<file path="src/salts_pkg.sv">
// Shared constants and types of the set-associative LRU tag store.
`default_nettype none
package salts_pkg;

   localparam int WAYS         = 4;
   localparam int SETS         = 16;
   localparam int ADDR_BITS    = 16;
   localparam int AGE_BITS     = 8;
   localparam int WAY_W        = 2;
   localparam int SET_W        = 4;
   localparam int MAX_SET_BITS = 4;
   localparam int OFFSET_W     = 4;
   localparam int SETB_W       = 3;
   localparam int CSR_DATA_W   = 4;
   localparam int CSR_ADDR_W   = 1;
   localparam int REQ_DATA_W   = 16;
   localparam int RSP_DATA_W   = 8;

   localparam logic [CSR_ADDR_W-1:0] CSR_OFFSET_BITS = 1'd0;
   localparam logic [CSR_ADDR_W-1:0] CSR_SET_BITS    = 1'd1;

   localparam logic [OFFSET_W-1:0] OFFSET_RESET   = 4'd4;
   localparam logic [SETB_W-1:0]   SET_BITS_RESET = 3'd4;
   localparam logic [AGE_BITS-1:0] AGE_MAX        = {AGE_BITS{1'b1}};

   typedef logic [ADDR_BITS-1:0] tag_type;
   typedef logic [AGE_BITS-1:0]  age_type;
   typedef tag_type [WAYS-1:0]   tag_row_type;
   typedef age_type [WAYS-1:0]   age_row_type;

   typedef struct packed {
      logic capture;
      logic commit;
   } cmd_type;

   typedef enum logic [1:0] {
      ST_IDLE   = 2'b01,
      ST_LOOKUP = 2'b10
   } state_type;

endpackage
`default_nettype wire

</file>
<file path="src/salts_ctrl.sv">
// Controller: word handshakes and sequencing of read and write-back.
`default_nettype none
module salts_ctrl (
   input  wire logic              clock,
   input  wire logic              reset,
   input  wire logic              req_tvalid,
   output logic                   req_tready,
   output logic                   rsp_tvalid,
   input  wire logic              rsp_tready,
   output salts_pkg::cmd_type     cmd
);

   salts_pkg::state_type state_ff, state_in;
   logic                 valid_ff, valid_in;

   always_comb begin
      req_tready  = (state_ff == salts_pkg::ST_IDLE);
      cmd.capture = req_tready && req_tvalid;
      cmd.commit  = (state_ff == salts_pkg::ST_LOOKUP) && (!valid_ff || rsp_tready);
      rsp_tvalid  = valid_ff;

      state_in = state_ff;
      unique case (state_ff)
         salts_pkg::ST_IDLE: begin
            if (cmd.capture) state_in = salts_pkg::ST_LOOKUP;
         end
         salts_pkg::ST_LOOKUP: begin
            if (cmd.commit) state_in = salts_pkg::ST_IDLE;
         end
         default: state_in = salts_pkg::ST_IDLE;
      endcase

      valid_in = valid_ff;
      if (cmd.commit) begin
         valid_in = 1'b1;
      end else if (rsp_tready) begin
         valid_in = 1'b0;
      end
   end

   always_ff @(posedge clock) begin
      if (reset) begin
         state_ff <= salts_pkg::ST_IDLE;
         valid_ff <= 1'b0;
      end else begin
         state_ff <= state_in;
         valid_ff <= valid_in;
      end
   end

endmodule
`default_nettype wire

</file>
<file path="src/salts_datapath.sv">
// Datapath: configuration, tag and age memory, lookup and LRU update.
`default_nettype none
module salts_datapath (
   input  wire logic                              clock,
   input  wire logic                              reset,
   input  wire salts_pkg::cmd_type                cmd,
   input  wire logic [salts_pkg::REQ_DATA_W-1:0]  req_tdata,
   input  wire logic                              csr_wr_en,
   input  wire logic [salts_pkg::CSR_ADDR_W-1:0]  csr_addr,
   input  wire logic [salts_pkg::CSR_DATA_W-1:0]  csr_wdata,
   output logic [salts_pkg::RSP_DATA_W-1:0]       rsp_tdata
);

   logic [salts_pkg::OFFSET_W-1:0]  offset_ff;
   logic [salts_pkg::SETB_W-1:0]    set_bits_ff;

   salts_pkg::tag_row_type          tag_mem [salts_pkg::SETS];
   salts_pkg::age_row_type          age_mem [salts_pkg::SETS];
   logic [salts_pkg::WAYS-1:0]      valid_ff [salts_pkg::SETS];

   salts_pkg::tag_row_type          rd_tags_ff;
   salts_pkg::age_row_type          rd_ages_ff;
   salts_pkg::tag_type              line_ff;
   logic [salts_pkg::SET_W-1:0]     set_ff;

   salts_pkg::tag_type              line_in;
   logic [salts_pkg::SET_W-1:0]     set_in;
   logic [salts_pkg::SETB_W-1:0]    sb;
   logic [salts_pkg::SET_W-1:0]     set_mask;

   logic [salts_pkg::WAYS-1:0]      row_valid;
   logic                            hit;
   logic                            evicted;
   logic                            found;
   logic [salts_pkg::WAY_W-1:0]     way;
   salts_pkg::age_type              best;
   salts_pkg::tag_row_type          new_tags;
   salts_pkg::age_row_type          new_ages;

   logic                            hit_ff;
   logic                            evicted_ff;
   logic [salts_pkg::WAY_W-1:0]     way_ff;
   logic [salts_pkg::SET_W-1:0]     set_out_ff;

   // address split
   always_comb begin
      line_in = req_tdata >> offset_ff;
      sb = (set_bits_ff > salts_pkg::SETB_W'(salts_pkg::MAX_SET_BITS)) ?
           salts_pkg::SETB_W'(salts_pkg::MAX_SET_BITS) : set_bits_ff;
      set_mask = ~({salts_pkg::SET_W{1'b1}} << sb);
      set_in = line_in[salts_pkg::SET_W-1:0] & set_mask;
   end

   // lookup and replacement choice
   always_comb begin
      row_valid = valid_ff[set_ff];
      hit = 1'b0;
      evicted = 1'b0;
      found = 1'b0;
      way = '0;
      best = '0;
      for (int w = 0; w < salts_pkg::WAYS; w++) begin
         if (!found && row_valid[w] && rd_tags_ff[w] == line_ff) begin
            found = 1'b1;
            hit = 1'b1;
            way = salts_pkg::WAY_W'(w);
         end
      end
      for (int w = 0; w < salts_pkg::WAYS; w++) begin
         if (!found && !row_valid[w]) begin
            found = 1'b1;
            way = salts_pkg::WAY_W'(w);
         end
      end
      if (!found) begin
         evicted = 1'b1;
         for (int w = 0; w < salts_pkg::WAYS; w++) begin
            if (w == 0 || rd_ages_ff[w] > best) begin
               best = rd_ages_ff[w];
               way = salts_pkg::WAY_W'(w);
            end
         end
      end
      new_tags = rd_tags_ff;
      for (int w = 0; w < salts_pkg::WAYS; w++) begin
         if (row_valid[w] && rd_ages_ff[w] != salts_pkg::AGE_MAX) begin
            new_ages[w] = rd_ages_ff[w] + 1'b1;
         end else begin
            new_ages[w] = rd_ages_ff[w];
         end
      end
      new_ages[way] = '0;
      new_tags[way] = line_ff;
   end

   always_ff @(posedge clock) begin
      if (reset) begin
         offset_ff   <= salts_pkg::OFFSET_RESET;
         set_bits_ff <= salts_pkg::SET_BITS_RESET;
      end else if (csr_wr_en) begin
         unique case (csr_addr)
            salts_pkg::CSR_OFFSET_BITS: offset_ff <= csr_wdata[salts_pkg::OFFSET_W-1:0];
            salts_pkg::CSR_SET_BITS:    set_bits_ff <= csr_wdata[salts_pkg::SETB_W-1:0];
            default: ;
         endcase
      end
   end

   always_ff @(posedge clock) begin
      if (reset) begin
         for (int s = 0; s < salts_pkg::SETS; s++) begin
            valid_ff[s] <= '0;
         end
      end else if (cmd.commit) begin
         valid_ff[set_ff][way] <= 1'b1;
      end
   end

   // row memory: read on capture, write back on commit
   always_ff @(posedge clock) begin
      if (cmd.commit) begin
         tag_mem[set_ff] <= new_tags;
         age_mem[set_ff] <= new_ages;
      end
      if (cmd.capture) begin
         rd_tags_ff <= tag_mem[set_in];
         rd_ages_ff <= age_mem[set_in];
      end
   end

   always_ff @(posedge clock) begin
      if (cmd.capture) begin
         line_ff <= line_in;
         set_ff  <= set_in;
      end
      if (cmd.commit) begin
         hit_ff     <= hit;
         evicted_ff <= evicted;
         way_ff     <= way;
         set_out_ff <= set_ff;
      end
   end

   assign rsp_tdata = {set_out_ff, way_ff, evicted_ff, hit_ff};

endmodule
`default_nettype wire

</file>
<file path="src/set_assoc_lru_tag_store.sv">
// Top level of the set-associative tag store with age-counter LRU.
//
//  channel  direction  word
//  req_     in         tdata[15:0] address
//  rsp_     out        tdata[0] hit, [1] evicted, [3:2] way_used, [7:4] set_index
//  csr_     in         index 0 offset_bits, index 1 set_bits
//
//  Each word has a registered read of the set's tag and age row, then a write
//  back of the row together with the result register load.
//  A word is taken while a result waits; it then holds in lookup until that
//  result leaves. Synchronous reset clears all valid bits at once.
`default_nettype none
module set_assoc_lru_tag_store (
   input  wire logic                              clock,
   input  wire logic                              reset,
   input  wire logic                              req_tvalid,
   output logic                                   req_tready,
   input  wire logic [salts_pkg::REQ_DATA_W-1:0]  req_tdata,  // address
   output logic                                   rsp_tvalid,
   input  wire logic                              rsp_tready,
   output logic [salts_pkg::RSP_DATA_W-1:0]       rsp_tdata,  // hit, evicted, way_used, set_index
   input  wire logic                              csr_wr_en,
   input  wire logic [salts_pkg::CSR_ADDR_W-1:0]  csr_addr,
   input  wire logic [salts_pkg::CSR_DATA_W-1:0]  csr_wdata
);

   salts_pkg::cmd_type cmd;

   salts_ctrl u_ctrl (
      .clock      (clock),
      .reset      (reset),
      .req_tvalid (req_tvalid),
      .req_tready (req_tready),
      .rsp_tvalid (rsp_tvalid),
      .rsp_tready (rsp_tready),
      .cmd        (cmd)
   );

   salts_datapath u_datapath (
      .clock     (clock),
      .reset     (reset),
      .cmd       (cmd),
      .req_tdata (req_tdata),
      .csr_wr_en (csr_wr_en),
      .csr_addr  (csr_addr),
      .csr_wdata (csr_wdata),
      .rsp_tdata (rsp_tdata)
   );

endmodule
`default_nettype wire

</file>
<file path="config.mk">
export PLATFORM = sky130hd
export DESIGN_NAME = set_assoc_lru_tag_store
export DESIGN_NICKNAME = d
export VERILOG_FILES = /design/src/salts_pkg.sv /design/src/salts_ctrl.sv /design/src/salts_datapath.sv /design/src/set_assoc_lru_tag_store.sv
export SDC_FILE = /design/constraint.sdc
export NUM_CORES = 2
export LEC_CHECK = 0
export BUFFER_PORTS_ARGS = -buffer_cell sky130_fd_sc_hd__buf_4
export CORE_ASPECT_RATIO = 0.8
export CORE_UTILIZATION = 40
export CTS_CLUSTER_SIZE = 12
export DETAILED_ROUTE_END_ITERATION = 8
export GPL_TIMING_DRIVEN = 1
export SETUP_SLACK_MARGIN = 0.3
export SLEW_MARGIN = 10
export SYNTH_ARGS = -nofsm -noshare
export SYNTH_HDL_FRONTEND = slang
export SYNTH_SLANG_ARGS = --single-unit
</file>
<file path="constraint.sdc">
create_clock -name clock -period 11.9 [get_ports clock]
set_input_delay 1.19 -clock clock [delete_from_list [all_inputs] [get_ports clock]]
set_output_delay 1.19 -clock clock [all_outputs]
set_load 0.05 [all_outputs]
</file>
==> impl.org <==
** Cells and area
- Relative to the synthesized area, the layout overhead comes to 10.77%.
- The post-route netlist has 9.060% of its cells at a drive strength greater than 1.
- The final layout contains slightly above 5000 nets.
- Most used cells in the layout excluding fill and tap cells :: 1660 x sky130_fd_sc_hd__edfxtp_1, 982 x sky130_fd_sc_hd__nand2_1, 369 x sky130_fd_sc_hd__a21oi_1, 226 x sky130_fd_sc_hd__mux2i_1, 168 x sky130_fd_sc_hd__clkbuf_16
- Count of inserted antenna diode cells :: 0
- Most common cell after layout, fill and taps aside :: sky130_fd_sc_hd__edfxtp_1
- Count of non-filler cells in the finished layout :: 7359

** Die
- Initial standard-cell utilization of the core :: between 40% and 50%
- Top-level I/O count :: 36
- From bottom edge to top edge, the die measures ~380 microns.
- Die boundary width :: between 400 and 500 microns
- The die covers 177800 sq um.
- The region available for standard cell placement spans 174700 sq um.
- Number of rows in the core area :: ~140

** STA
- Timing would allow up to roughly 130 MHz.
- The worst path needs between 7000 and 8000 ps of the cycle, external delays included.
- Number of failing setup endpoints in the final timing report :: 0
- Headroom to the max-slew limit came out at ~17%.
- Final setup TNS :: 0 ps
- The tightest hold path in the finished design has a slack of ~470 ps.
- At the pin with the least slew margin, the transition time is about 1200 ps.
- Final Max Tran Viols :: 0
- Final clock skew :: between 30 and 40 ps
- Final period utilization :: approximately 63%
- Setup repair after global routing left no endpoint under its margin.
- The hold violation count in the final report is 0.

** Logic synthesis
- The share of synthesized area in the top cell type comes to approximately 70%.
- Number of enable flip-flop cells after synthesis :: approximately 1700
- Dominant synthesized flop cell :: sky130_fd_sc_hd__edfxtp_1
- Count of yosys warnings during synthesis :: 0
- In the synthesized netlist, the number of instances is around 5000.
- Sequential element share of the synthesized area :: between 70% and 80%
- Synthesized area per cell :: 14.06 sq um
- Synthesized flop and latch total :: between 1500 and 2000
- Cell types occupying the most area after synthesis :: sky130_fd_sc_hd__edfxtp_1 71%, sky130_fd_sc_hd__nand2_1 5.2%, sky130_fd_sc_hd__mux2i_1 3.2%
- Largest area contributor in the netlist :: sky130_fd_sc_hd__edfxtp_1
- Summing every instance area after synthesis gives 70450 sq um.
- Number of distinct standard cells referenced by the synthesized netlist :: just under 60
- In the synthesized netlist the async set-or-reset flop fraction comes to 0%.
- When the netlist entered floorplanning its net count stood at approximately 5000.

** Place
- The wire-length estimate of the detail-placed layout is between 90000 and 100000 microns.
- Total placed cells including tap cells :: between 7000 and 8000
- In this run the tool buffered the top-level ports with 35 buffer cells.
- At the end of routability-driven placement, the weighted congestion stood at 0.8407.

** GRT
- The via count of the first global-routing pass was between 40000 and 50000.
- Pin count of the biggest net entering global routing :: roughly 190
- Global routing used a little over a fifth of the available tracks across all layers.
- The number of antenna violations at the first check in global routing came to 5.
- Global-route wire length before repair :: around 280000 microns
- Summed over all layers, the global routing overflow is 0.

** CTS
- Clock latency at the later pin of the worst-skew pair :: roughly 800 ps
- Clock Root Buffer :: sky130_fd_sc_hd__clkbuf_16
- The number of clock buffers added by TritonCTS is roughly 170.
- Buffer count from post-CTS setup fixing :: 0
- Hold-fix buffers at CTS :: 0
- TritonCTS built the clock tree.
- Number of sinks on the clock net :: around 1700
- PostCTS Resize Cnt :: 0
- Clock-pin slew was measured on the worst setup and hold paths at ~60 ps.
- Counting along the longest clock path gives a buffer depth of 3.
- In this run the number of H-tree levels came out at 4.

** Worst setup path
- The worst setup path is of the reg -> reg kind.
- Data on the critical path is required at its endpoint by 12360 ps.
- Top cell family by delay on the critical path :: compound AO/OA/AOI/OAI gates
- Library cell contributing the largest single delay on the critical path :: sky130_fd_sc_hd__nor2b_1
- The largest single stage delay on the critical path is approximately 860 ps.
- At the worst endpoint, the arrival time is just under 8000 ps.
- Critical Path Source Type :: register
- Beginning of the worst register-to-register path :: u_datapath.rd_ages_ff[9]
- Worst setup path startpoint :: u_datapath.rd_ages_ff[9]
- Highest fanout seen on the critical path :: 40
- STA classifies the critical path endpoint as a register.
- The number of buffers and inverters on the critical path is 2.

** Detailed routing
- Summed over all nets, wire length on met3 after detailed routing comes to about 18000 microns.
- Summing over every cut layer, the via total after detailed routing is around 43000.
- Highest signal layer in the routed design :: met4
- The detailed router finished its first iteration with 5793 violations.
- For this run, design rule violations remaining after detail routing come to 0.
- After detailed routing, the met2 layer carries 86500 microns of wire.
- For this run, the detailed router's first-pass iteration total came to 6.
- Using the TritonRoute via totals, the vias-per-cell ratio works out to 5.835.
- Dividing the detail-routed wire length by the instance count gives 26.71 microns.
- Sum of routed wire length over all layers :: a little under 200000 microns
- After detailed routing, the wire length on met1 is 88470 microns.
- The detail route stage leaves a number of antenna-violating nets equal to 0.

** Pwr
- Worst-case vdd ir drop :: between 0.15 and 0.2 mV
- Leak Pwr :: ~25 nW
- For this design the ratio of total power to cell area is 178.5 nW/um^2.

** Worst hold path
- In this run the worst hold path is classified as reg -> reg.
- The startpoint identified for the worst hold timing path is u_datapath.valid_ff[7][2].

** Run
- Max-cap violation count :: 0

** Outcome
- Status :: finished clean
worst min-delay path, cell delays in order (launching register included):
cell and delay, ps:
sky130_fd_sc_hd__dfxtp_1 310, sky130_fd_sc_hd__inv_1 40, sky130_fd_sc_hd__o22ai_1 70
logic make-up (layout without fill, tap and decap cells):
kind of cell	Yosys count	in the layout	share of synthesized area, %
xor+xnor	91	91	1.131
flops	1738	1738	72.98
buf+inv	425	479	2.474
fa+ha+maj	28	28	0.4973
compound gates	903	903	8.241
simple gates	1495	1495	9.204
mux	332	332	5.474
flip-flops by register name (all words and copies together) (netlist names), named ones only:
signal                  count
u_datapath.set_out_ff       4
u_datapath.set_bits_ff      3
u_datapath.hit_ff           1
u_datapath.line_ff         16
u_datapath.evicted_ff       1
u_ctrl.rsp_tvalid           1
u_datapath.way_ff           2
u_datapath.age_mem        512
u_ctrl.state_ff             2
u_datapath.rd_ages_ff      32
u_datapath.tag_mem       1024
u_datapath.offset_ff        4
u_datapath.valid_ff        64
u_datapath.set_ff           4
u_datapath.rd_tags_ff      64
path summary, 6_finish.rpt:
check,end,depth (start not counted),slack [ps]
setup / recovery,u_datapath.age_mem[1][9],26,4460
hold / removal,u_datapath.valid_ff[7][2],2,470
setup reg to reg,u_datapath.age_mem[1][9],26,4460
hold reg to reg,u_datapath.valid_ff[7][2],2,470
per-layer routing:
layer	GRT usage, %	vias up
met5	0	-
li1	-	18850
met4	5.036	0
met3	3.341	246
met2	32.70	2044
met1	33.13	21800
Yosys cell counts, types with 16 or more instances:
master and instances:
sky130_fd_sc_hd__clkbuf_1 227, sky130_fd_sc_hd__xor2_1 26, sky130_fd_sc_hd__a31oi_1 129, sky130_fd_sc_hd__nor4_1 77, sky130_fd_sc_hd__mux2_4 16, sky130_fd_sc_hd__a2111oi_0 30
sky130_fd_sc_hd__mux2i_1 226, sky130_fd_sc_hd__nand4_1 54, sky130_fd_sc_hd__mux2_2 55, sky130_fd_sc_hd__nand3_1 107, sky130_fd_sc_hd__nor2_1 116, sky130_fd_sc_hd__a21oi_1 371
sky130_fd_sc_hd__a22oi_1 72, sky130_fd_sc_hd__a221oi_1 134, sky130_fd_sc_hd__nand2_1 984, sky130_fd_sc_hd__buf_1 33, sky130_fd_sc_hd__xnor2_1 65, sky130_fd_sc_hd__nor2b_1 17
sky130_fd_sc_hd__nor3_1 17, sky130_fd_sc_hd__dfxtp_1 78, sky130_fd_sc_hd__buf_2 64, sky130_fd_sc_hd__and2_0 43, sky130_fd_sc_hd__ha_1 28, sky130_fd_sc_hd__mux4_2 26
sky130_fd_sc_hd__edfxtp_1 1660, sky130_fd_sc_hd__o22ai_1 69, sky130_fd_sc_hd__inv_1 85, sky130_fd_sc_hd__a211oi_1 67, sky130_fd_sc_hd__and2_1 47
power by group:
| group | total (mW) | internal, mW | switching, mW | leakage, nW |
|---|---|---|---|---|
| Clock | 4.86 | 2.63 | 2.23 | 2.29 |
| Combinational | 2.00 | 0.599 | 1.40 | 7.48 |
| Sequential | 7.07 | 6.97 | 0.0981 | 15.7 |
| Total | 13.9 | 10.2 | 3.73 | 25.4 |
through the flow:
| stage | power, mW | setup slack (ps) | instance area, sq um | utilization (%) |
|---|---|---|---|---|
| global route | 14.39 | 4052 | 78030 | 44.67 |
| floorplan | 8.486 | 2423 | 70460 | - |
| CTS | 13.96 | 4582 | 78030 | 44.67 |
| finish | 13.93 | 4460 | 78030 | 44.67 |
| global placement | 9.149 | 4682 | 73270 | 41.95 |
| detailed placement | 9.167 | 4617 | 73270 | 41.95 |
final cells by class:
class,count,area [sq um]
inverter,89,366.6
clock buffer,235,4476
multi-input combinational,2849,17520
fill,15310,96640
sequential,1738,51410
clock inverter,24,280.3
timing repair buffer,131,1109
tap,2293,2869
(Power assumes the default switching activity.)
